<file path="config.mk">
export PLATFORM = sky130hd
export DESIGN_NAME = go_back_n_sender_window_flat
export DESIGN_NICKNAME = d
export VERILOG_FILES = /design/src/gbn_pkg.sv /design/src/gbn_in_if.sv /design/src/gbn_out_if.sv /design/src/gbn_ctrl.sv /design/src/gbn_datapath.sv /design/src/go_back_n_sender_window.sv /design/src/flat_wrapper.sv
export SDC_FILE = /design/constraint.sdc
export NUM_CORES = 1
export LEC_CHECK = 0
export BUFFER_PORTS_ARGS = -buffer_cell sky130_fd_sc_hd__buf_2
export CORE_MARGIN = 3
export CORE_UTILIZATION = 54
export CTS_CLUSTER_DIAMETER = 100
export DETAILED_ROUTE_END_ITERATION = 16
export GPL_TIMING_DRIVEN = 0
export PLACE_DENSITY = 0.77
export SLEW_MARGIN = 20
export SYNTH_ARGS = -nofsm -noshare
export SYNTH_HDL_FRONTEND = slang
export SYNTH_SLANG_ARGS = --single-unit
</file>
<file path="constraint.sdc">
create_clock -name clk -period 3.55 [get_ports clk]
set_input_delay 0.355 -clock clk [delete_from_list [all_inputs] [get_ports clk]]
set_output_delay 0.355 -clock clk [all_outputs]
set_load 0.1 [all_outputs]
</file>
<file path="src/gbn_pkg.sv">
package gbn_pkg;

  localparam int WL_W       = 4;
  localparam int TO_W       = 16;
  localparam int SEQ_PORT_W = 8;
  localparam int CFG_IDX_W  = 1;
  localparam int CFG_DATA_W = 16;

  localparam logic [WL_W-1:0] WINDOW_LIMIT_RST  = 4'd8;
  localparam logic [TO_W-1:0] TIMEOUT_TICKS_RST = 16'd1000;

  localparam logic [CFG_IDX_W-1:0] CFG_WINDOW_LIMIT  = 1'b0;
  localparam logic [CFG_IDX_W-1:0] CFG_TIMEOUT_TICKS = 1'b1;

  typedef enum logic [1:0] {
    ACT_SEND,
    ACT_ACK,
    ACT_TICK,
    ACT_NONE
  } action_t;

  typedef enum logic [1:0] {
    KIND_NEW,
    KIND_RETX,
    KIND_REFUSED,
    KIND_STATUS
  } kind_t;

  typedef enum logic {
    ST_IDLE,
    ST_RETX
  } state_t;

  typedef struct packed {
    logic step;
    logic retx_emit;
  } gbn_cmd_t;

  typedef struct packed {
    logic out_free;
    logic expire;
    logic retx_last;
  } gbn_status_t;

endpackage

</file>
<file path="src/gbn_in_if.sv">
interface gbn_in_if import gbn_pkg::*; ();
  logic                  valid;
  logic                  ready;
  logic [1:0]            action;
  logic [SEQ_PORT_W-1:0] ack_seq;
  logic                  ack_ok;

  modport source (output valid, output action, output ack_seq, output ack_ok, input ready);
  modport sink   (input valid, input action, input ack_seq, input ack_ok, output ready);
endinterface

</file>
<file path="src/gbn_out_if.sv">
interface gbn_out_if import gbn_pkg::*; ();
  logic                  valid;
  logic                  ready;
  logic [1:0]            kind;
  logic [SEQ_PORT_W-1:0] seq_out;
  logic                  last;
  logic                  all_acked;

  modport source (output valid, output kind, output seq_out, output last, output all_acked,
                  input ready);
  modport sink   (input valid, input kind, input seq_out, input last, input all_acked,
                  output ready);
endinterface

</file>
<file path="src/gbn_ctrl.sv">
module gbn_ctrl import gbn_pkg::*; (
  input  logic        clk,
  input  logic        rst,
  input  logic        in_valid,
  output logic        in_ready,
  input  gbn_status_t status,
  output gbn_cmd_t    cmd
);

  state_t state;
  state_t state_next;

  always_ff @(posedge clk) begin
    if (rst) begin
      state <= ST_IDLE;
    end else begin
      state <= state_next;
    end
  end

  always_comb begin
    state_next    = state;
    in_ready      = 1'b0;
    cmd.step      = 1'b0;
    cmd.retx_emit = 1'b0;
    case (state)
      ST_IDLE: begin
        in_ready = status.out_free;
        cmd.step = in_valid && status.out_free;
        if (cmd.step && status.expire) begin
          state_next = ST_RETX;
        end
      end
      ST_RETX: begin
        cmd.retx_emit = status.out_free;
        if (status.out_free && status.retx_last) begin
          state_next = ST_IDLE;
        end
      end
      default: begin
        state_next = ST_IDLE;
      end
    endcase
  end

  a_expire_enters_retx: assert property (@(posedge clk) disable iff (rst)
    (cmd.step && status.expire) |=> (state == ST_RETX))
    else $error("expiry did not start a retransmit run");

  a_retx_run_ends: assert property (@(posedge clk) disable iff (rst)
    (cmd.retx_emit && status.retx_last) |=> (state == ST_IDLE))
    else $error("retransmit run did not end after last beat");

endmodule

</file>
<file path="src/gbn_datapath.sv">
module gbn_datapath import gbn_pkg::*; #(
  parameter int MAX_WINDOW = 8,
  parameter int SEQ_BITS   = 8
) (
  input  logic                  clk,
  input  logic                  rst,
  input  logic                  cfg_we,
  input  logic [CFG_IDX_W-1:0]  cfg_idx,
  input  logic [CFG_DATA_W-1:0] cfg_data,
  input  logic [1:0]            action,
  input  logic [SEQ_PORT_W-1:0] ack_seq,
  input  logic                  ack_ok,
  input  gbn_cmd_t              cmd,
  output gbn_status_t           status,
  output logic                  out_valid,
  input  logic                  out_ready,
  output logic [1:0]            kind,
  output logic [SEQ_PORT_W-1:0] seq_out,
  output logic                  last,
  output logic                  all_acked
);

  localparam int SEQ_MAX = (1 << SEQ_BITS) - 1;
  localparam int CAP_I   = (MAX_WINDOW < SEQ_MAX) ? MAX_WINDOW : SEQ_MAX;
  localparam int IDX_W   = (MAX_WINDOW > 1) ? $clog2(MAX_WINDOW) : 1;
  localparam logic [SEQ_BITS-1:0] CAP = SEQ_BITS'(CAP_I);
  localparam logic [SEQ_BITS-1:0] SEQ_ONE = SEQ_BITS'(1);

  logic [WL_W-1:0]     window_limit;
  logic [TO_W-1:0]     timeout_ticks;
  logic [SEQ_BITS-1:0] window_base;
  logic [SEQ_BITS-1:0] next_seq;
  logic                timer_running;
  logic [TO_W-1:0]     timer_left;
  logic [IDX_W-1:0]    retx_idx;
  logic [IDX_W-1:0]    retx_last_idx;
  kind_t               kind_r;

  logic [SEQ_BITS-1:0] outs;
  logic [SEQ_BITS-1:0] wl_ext;
  logic [SEQ_BITS-1:0] eff_win;
  logic [SEQ_BITS-1:0] ack_s;
  logic [SEQ_BITS-1:0] ack_next;
  logic                ack_hit;
  logic                grant;
  logic [IDX_W-1:0]    retx_last_val;
  action_t             act;

  assign act      = action_t'(action);
  assign outs     = next_seq - window_base;
  assign wl_ext   = SEQ_BITS'(window_limit);
  assign ack_s    = SEQ_BITS'(ack_seq);
  assign ack_next = ack_s + SEQ_ONE;
  assign ack_hit  = ack_ok && ((ack_s - window_base) < outs);
  assign grant    = outs < eff_win;

  always_comb begin
    if (wl_ext == '0) begin
      eff_win = SEQ_ONE;
    end else if (wl_ext > CAP) begin
      eff_win = CAP;
    end else begin
      eff_win = wl_ext;
    end
  end

  always_comb begin
    if (32'(outs) > 32'(MAX_WINDOW)) begin
      retx_last_val = IDX_W'(MAX_WINDOW - 1);
    end else begin
      retx_last_val = IDX_W'(outs - SEQ_ONE);
    end
  end

  assign status.out_free  = !out_valid || out_ready;
  assign status.expire    = (act == ACT_TICK) && timer_running && (timer_left <= TO_W'(1))
                            && (outs != '0);
  assign status.retx_last = (retx_idx == retx_last_idx);

  assign kind = kind_r;

  always_ff @(posedge clk) begin
    if (rst) begin
      window_limit  <= WINDOW_LIMIT_RST;
      timeout_ticks <= TIMEOUT_TICKS_RST;
    end else if (cfg_we) begin
      case (cfg_idx)
        CFG_WINDOW_LIMIT:  window_limit  <= cfg_data[WL_W-1:0];
        CFG_TIMEOUT_TICKS: timeout_ticks <= cfg_data[TO_W-1:0];
        default: begin
        end
      endcase
    end
  end

  always_ff @(posedge clk) begin
    if (rst) begin
      window_base   <= '0;
      next_seq      <= '0;
      timer_running <= 1'b0;
      timer_left    <= '0;
      out_valid     <= 1'b0;
    end else if (cmd.step) begin
      case (act)
        ACT_SEND: begin
          out_valid <= 1'b1;
          last      <= 1'b1;
          if (grant) begin
            if (outs == '0) begin
              timer_running <= 1'b1;
              timer_left    <= timeout_ticks;
            end
            next_seq  <= next_seq + SEQ_ONE;
            kind_r    <= KIND_NEW;
            seq_out   <= SEQ_PORT_W'(next_seq);
            all_acked <= 1'b0;
          end else begin
            kind_r    <= KIND_REFUSED;
            seq_out   <= SEQ_PORT_W'(window_base);
            all_acked <= (outs == '0);
          end
        end
        ACT_ACK: begin
          out_valid <= 1'b1;
          last      <= 1'b1;
          kind_r    <= KIND_STATUS;
          if (ack_hit) begin
            window_base <= ack_next;
            seq_out     <= SEQ_PORT_W'(ack_next);
            all_acked   <= (ack_next == next_seq);
            if (ack_next == next_seq) begin
              timer_running <= 1'b0;
              timer_left    <= '0;
            end else begin
              timer_running <= 1'b1;
              timer_left    <= timeout_ticks;
            end
          end else begin
            seq_out   <= SEQ_PORT_W'(window_base);
            all_acked <= (outs == '0);
          end
        end
        ACT_TICK: begin
          if (out_ready) begin
            out_valid <= 1'b0;
          end
          if (timer_running) begin
            if (timer_left > TO_W'(1)) begin
              timer_left <= timer_left - TO_W'(1);
            end else if (outs == '0) begin
              timer_running <= 1'b0;
              timer_left    <= '0;
            end else begin
              timer_left    <= timeout_ticks;
              retx_idx      <= '0;
              retx_last_idx <= retx_last_val;
            end
          end
        end
        default: begin
          if (out_ready) begin
            out_valid <= 1'b0;
          end
        end
      endcase
    end else if (cmd.retx_emit) begin
      out_valid <= 1'b1;
      kind_r    <= KIND_RETX;
      seq_out   <= SEQ_PORT_W'(window_base + SEQ_BITS'(retx_idx));
      last      <= status.retx_last;
      all_acked <= 1'b0;
      retx_idx  <= retx_idx + IDX_W'(1);
    end else if (out_ready) begin
      out_valid <= 1'b0;
    end
  end

  a_timer_tracks_outstanding: assert property (@(posedge clk) disable iff (rst)
    timer_running == (outs != '0))
    else $error("timer state disagrees with outstanding count");

  a_stopped_timer_clear: assert property (@(posedge clk) disable iff (rst)
    !timer_running |-> (timer_left == '0))
    else $error("stopped timer holds a count");

  a_window_bound: assert property (@(posedge clk) disable iff (rst)
    outs <= CAP)
    else $error("outstanding count beyond window cap");

endmodule

</file>
<file path="src/go_back_n_sender_window.sv">
// Send and ack items: one result beat, registered, valid the cycle after accept;
// one item accepted per cycle while the output register is free or being drained.
// Tick items: no beat unless the timer expires; then n = min(outstanding, MAX_WINDOW)
// retransmit beats, one per cycle if the shared output register is free; input held off.
// Synchronous active-high reset: window and timer cleared, output empty,
// window_limit = 8, timeout_ticks = 1000.
module go_back_n_sender_window import gbn_pkg::*; #(
  parameter int MAX_WINDOW = 8,
  parameter int SEQ_BITS   = 8
) (
  input  logic                  clk,
  input  logic                  rst,
  input  logic                  cfg_we,
  input  logic [CFG_IDX_W-1:0]  cfg_idx,
  input  logic [CFG_DATA_W-1:0] cfg_data,
  gbn_in_if.sink                in_ch,
  gbn_out_if.source             out_ch
);

  gbn_cmd_t    cmd;
  gbn_status_t status;
  logic        in_ready;

  assign in_ch.ready = in_ready;

  gbn_ctrl u_ctrl (
    .clk      (clk),
    .rst      (rst),
    .in_valid (in_ch.valid),
    .in_ready (in_ready),
    .status   (status),
    .cmd      (cmd)
  );

  gbn_datapath #(
    .MAX_WINDOW (MAX_WINDOW),
    .SEQ_BITS   (SEQ_BITS)
  ) u_datapath (
    .clk       (clk),
    .rst       (rst),
    .cfg_we    (cfg_we),
    .cfg_idx   (cfg_idx),
    .cfg_data  (cfg_data),
    .action    (in_ch.action),
    .ack_seq   (in_ch.ack_seq),
    .ack_ok    (in_ch.ack_ok),
    .cmd       (cmd),
    .status    (status),
    .out_valid (out_ch.valid),
    .out_ready (out_ch.ready),
    .kind      (out_ch.kind),
    .seq_out   (out_ch.seq_out),
    .last      (out_ch.last),
    .all_acked (out_ch.all_acked)
  );

endmodule
</file>
<file path="src/flat_wrapper.sv">
// flat-port wrapper written by rule: the top's interface ports become plain ports
module go_back_n_sender_window_flat import gbn_pkg::*;
#(
  parameter int MAX_WINDOW = 8,
  parameter int SEQ_BITS   = 8
)
  (clk, rst, cfg_we, cfg_idx, cfg_data, in_ch_valid, in_ch_action, in_ch_ack_seq, in_ch_ack_ok, in_ch_ready, out_ch_valid, out_ch_kind, out_ch_seq_out, out_ch_last, out_ch_all_acked, out_ch_ready);
  gbn_in_if in_ch_i ();
  gbn_out_if out_ch_i ();
  input  logic clk;
  input  logic rst;
  input  logic cfg_we;
  input  logic [CFG_IDX_W-1:0] cfg_idx;
  input  logic [CFG_DATA_W-1:0] cfg_data;
  input wire logic [$bits(in_ch_i.valid)-1:0] in_ch_valid;
  input wire logic [$bits(in_ch_i.action)-1:0] in_ch_action;
  input wire logic [$bits(in_ch_i.ack_seq)-1:0] in_ch_ack_seq;
  input wire logic [$bits(in_ch_i.ack_ok)-1:0] in_ch_ack_ok;
  output wire logic [$bits(in_ch_i.ready)-1:0] in_ch_ready;
  output wire logic [$bits(out_ch_i.valid)-1:0] out_ch_valid;
  output wire logic [$bits(out_ch_i.kind)-1:0] out_ch_kind;
  output wire logic [$bits(out_ch_i.seq_out)-1:0] out_ch_seq_out;
  output wire logic [$bits(out_ch_i.last)-1:0] out_ch_last;
  output wire logic [$bits(out_ch_i.all_acked)-1:0] out_ch_all_acked;
  input wire logic [$bits(out_ch_i.ready)-1:0] out_ch_ready;
  assign in_ch_i.valid = in_ch_valid;
  assign in_ch_i.action = in_ch_action;
  assign in_ch_i.ack_seq = in_ch_ack_seq;
  assign in_ch_i.ack_ok = in_ch_ack_ok;
  assign in_ch_ready = in_ch_i.ready;
  assign out_ch_valid = out_ch_i.valid;
  assign out_ch_kind = out_ch_i.kind;
  assign out_ch_seq_out = out_ch_i.seq_out;
  assign out_ch_last = out_ch_i.last;
  assign out_ch_all_acked = out_ch_i.all_acked;
  assign out_ch_i.ready = out_ch_ready;
  go_back_n_sender_window #(.MAX_WINDOW(MAX_WINDOW), .SEQ_BITS(SEQ_BITS)) u_core (.clk(clk), .rst(rst), .cfg_we(cfg_we), .cfg_idx(cfg_idx), .cfg_data(cfg_data), .in_ch(in_ch_i), .out_ch(out_ch_i));
endmodule
</file>
==> summary.md <==
| Metric | Value |
|---|---|
| Outcome | finished, final reports clean |
| Core ar. | 8850 um2 |
| Leakage power | 2.44 nW |
| Post-detailed-route DRC marker count | 0 |
| Fillers | 702 |
| Avg Vias per Cell | 6.04 |
| Pwr dens | 437 nW/um2 |
| Internal power | 0.00168 W |
| Clk root buf | clkbuf_8 |
| Synthesized cell area | 4970 um2 |
| Final core utilization | 69.9% |
| Endpoints failing hold | 0 |
| Iter 0 DRT Violations | 334 |
| # IOs | 47 |
| DIE AREA | 10400 um2 |
| Clk network pwr share | 26.0% |
| Syn-to-layout area delta | 24.3% |
| Grt ovf | 0 |
| Post-synth ARST share | 0% |
| Antenna Nets Post-Route | 0 |
| Clock sink count | 73 |
| Cts bufs inserted | 9 |
| CP delay by family, top | compound AO/OA/AOI/OAI gates |
| Initial Util | 56.2% |
| Worst Hold Class | primary input to flip-flop |
| Crit path required time | 3.65 ns |
| Sequential share of the synthesized area | 33.0% |
| Final Cycle Share | 99.5% |
| PnR Total Power | 0.00270 W |
| Largest stage delay, worst path | 0.53 ns |
| Final Skew | 0.0120 ns |
| Final slew viol count | 0 |
| CP max FO | 5 |
| First-pass GRT wire length | 21.1 mm |
| Max Cap Viol | 0 |
| Syn nets | 677 |
| GRT Total Usage | 25.9% |
| Drt first pass iters | 5 |
| Die X | 102 um |
| Most common cell after layout, fill and taps aside | nor2_1 |
| Slew @ Worst Pin | 0.945 ns |
| Hpwl dp | 9.91 mm |
| Final setup violation count | 0 |
| Comb pwr share | 39.2% |
| Buf+Inv Stages, Crit Path | 4 |
| Cells after Synth | 605 |
| Share of layout cells above drive strength 1 | 22.5% |
| Switching part of the total | 38.0% |
| GPL Wtd Cong | 0.931 |
| Placed insts | 758 |
| Antenna cell count | 0 |
| Synth Register Bits | 73 |
| Rel. slew slack | 35.4% |
| Reg clk slew, reported paths | 0.09 ns |
| Worst EP arrival | 3.64 ns |
| CP most frequent cell | ha_4 |
| Share of total power in sequential cells | 34.8% |
| H-tree Lvls | 3 |
| Avg Cell Area, Syn | 8.22 um2 |
| Netlist cell types | 58 |
| Chip Height | 102 um |
| YS warnings | 0 |
| Commonest non-fill, non-tap cells in the layout | nor2_1 (83), nand2_1 (66), a21oi_1 (47), dfxtp_1 (47), buf_2 (46) |
| CTS tree | built |
| Initial antenna violation count | 0 |
| Vias in the first global route | 4359 |
| Row count | 34 |
| Drt wl/cell | 18.3 um |
| Fin Setup TNS | 0 ns |
| Port Buffers | 45 |
| Worst setup EP type | flip-flop |
| Slowest CP cell | or4b_4 |
| CP Cell Sequence | inv_8, ha_4, nor2b_4, o31a_4, or4b_4, nand3_4, inv_2, ha_4, a211oi_4, o31ai_4, a21oi_4, buf_6, buf_8, a211oi_1, a221oi_1, nand2_1 |
| Fin cells | 797 |
| Peak supply drop | 0.223 mV |
| Startpoint Class | flip-flop |
| Net Switching | 0.00103 W |
| Nets@finish | 756 |
| EDFF count, synth | 18 |
| Post-synth top flop | dfxtp_1 |
| Final Critical Period | 3.53 ns |
| Maximum clock path buffer count | 2 |
| Critical Setup Path Class | flip-flop to flip-flop |
| Clock latency at the later pin of the worst-skew pair | 0.36 ns |
| Vias | 4811 |
| Fmax | 283 MHz |
| Wirelength, routed | 14.6 mm |
| Largest net degree at the start of global routing | 16 |
[what timing repair did]
action,in CTS,in global routing
resized for setup,43,46
pin swaps,11,20
cloned,1,2
endpoints found under the setup margin,43,48
buffers inserted,11,12
hold buffers,0,0
[cells by family after synthesis]
group                      count (synthesis)  synth area share (%)
and+or+nand+nor                          239                  22.4
AOI/OAI and AO/OA                        136                  18.4
DFF                                       73                  33.0
xor gates and xnor gates                  54                  9.66
muxes                                      6                  1.21
buffers and inverters                     58                  4.98
adders and majority gates                 39                  10.3
[per-layer routing]
layer | up-vias | part of all wire [%] | global-route usage (%)
li1 | 2303 | - | -
met1 | 2277 | 43 | 34.8
met2 | 196 | 48 | 40.9
met3 | 35 | 7.0 | 6.55
met4 | 0 | 2.5 | 8.38
met5 | - | 0 | 0
[worst paths after layout]
check | start | end | slack, ns | cells past startpoint
max | u_core.u_datapath.window_base[1] | u_core.u_datapath.seq_out[3] | 0.02 | 16
min | cfg_data[6] | u_core.u_datapath.timeout_ticks[6] | 0.19 | 3
max reg2reg | u_core.u_datapath.window_base[1] | u_core.u_datapath.seq_out[3] | 0.02 | 16
min reg2reg | u_core.u_datapath.timeout_ticks[15] | u_core.u_datapath.timeout_ticks[15] | 0.48 | 2
[sequential cells by signal, summed over array words and instances, names as in the netlist]
register / cells
u_core.u_ctrl.state: 1
u_core.u_datapath.all_acked: 1
u_core.u_datapath.kind: 2
u_core.u_datapath.last: 1
u_core.u_datapath.next_seq: 8
u_core.u_datapath.out_valid: 1
u_core.u_datapath.retx_idx: 3
u_core.u_datapath.retx_last_idx: 3
u_core.u_datapath.seq_out: 8
u_core.u_datapath.timeout_ticks: 16
u_core.u_datapath.timer_left: 16
u_core.u_datapath.timer_running: 1
u_core.u_datapath.window_base: 8
u_core.u_datapath.window_limit: 4
[through the flow]
step	setup slack [ns]	instance area, um2	hold slack, ns
after floorplan	0.0129	4990	0.437
after global placement	-0.596	5350	0.449
after detailed placement	-0.655	5350	0.460
after CTS	0.00840	5830	0.188
after global routing	-0.0799	6180	0.198
final	0.0164	6180	0.194
[synthesized netlist by cell type, types with 7 or more instances]
library cell  number  area share (%)
edfxtp_1          18              11
a21oi_1           50             5.0
nand3_1           12             1.2
o21a_1             9             1.4
inv_1             30             2.3
nand2_1           68             5.1
xnor2_1           32             5.6
xor2_1            21             3.7
clkbuf_1          19             1.4
ha_1              36             9.1
o21ai_0           16             1.6
nor4_1             7            0.88
a211oi_1          22             3.3
and3_1             9             1.1
nand4_1           11             1.4
nor3_1            12             1.2
nand2b_1          10             1.3
nor2_1            85             6.4
dfxtp_1           55              22
[power groups by stage]
stage	Combinational (W)	Sequential, W	Clock (W)
final	0.00106	0.000941	0.000703
after global routing	0.00114	0.000945	0.000739
after CTS	0.000904	0.000939	0.000701
after detailed placement	0.000786	0.000959	0
after global placement	0.000759	0.000957	0
after floorplan	0.000573	0.000984	0
[worst min-delay path, stage by stage]
cell and delay [ns]:
buf_2 0.08, nand2_1 0.04, nand3b_1 0.06
[layout make-up]
class | count | area [um2] | area share, %
Clock buffer | 9 | 124 | 2.00
Timing Repair Buffer | 71 | 479 | 7.75
Sequential cell | 73 | 1660 | 26.9
Clock inverter | 7 | 81.3 | 1.32
Tap cell | 108 | 135 | 2.19
Multi-Input combinational cell | 474 | 3430 | 55.4
Buffer | 25 | 151 | 2.45
Inverter | 30 | 120 | 1.94
Note: power is estimated with default switching activity, not from simulation.
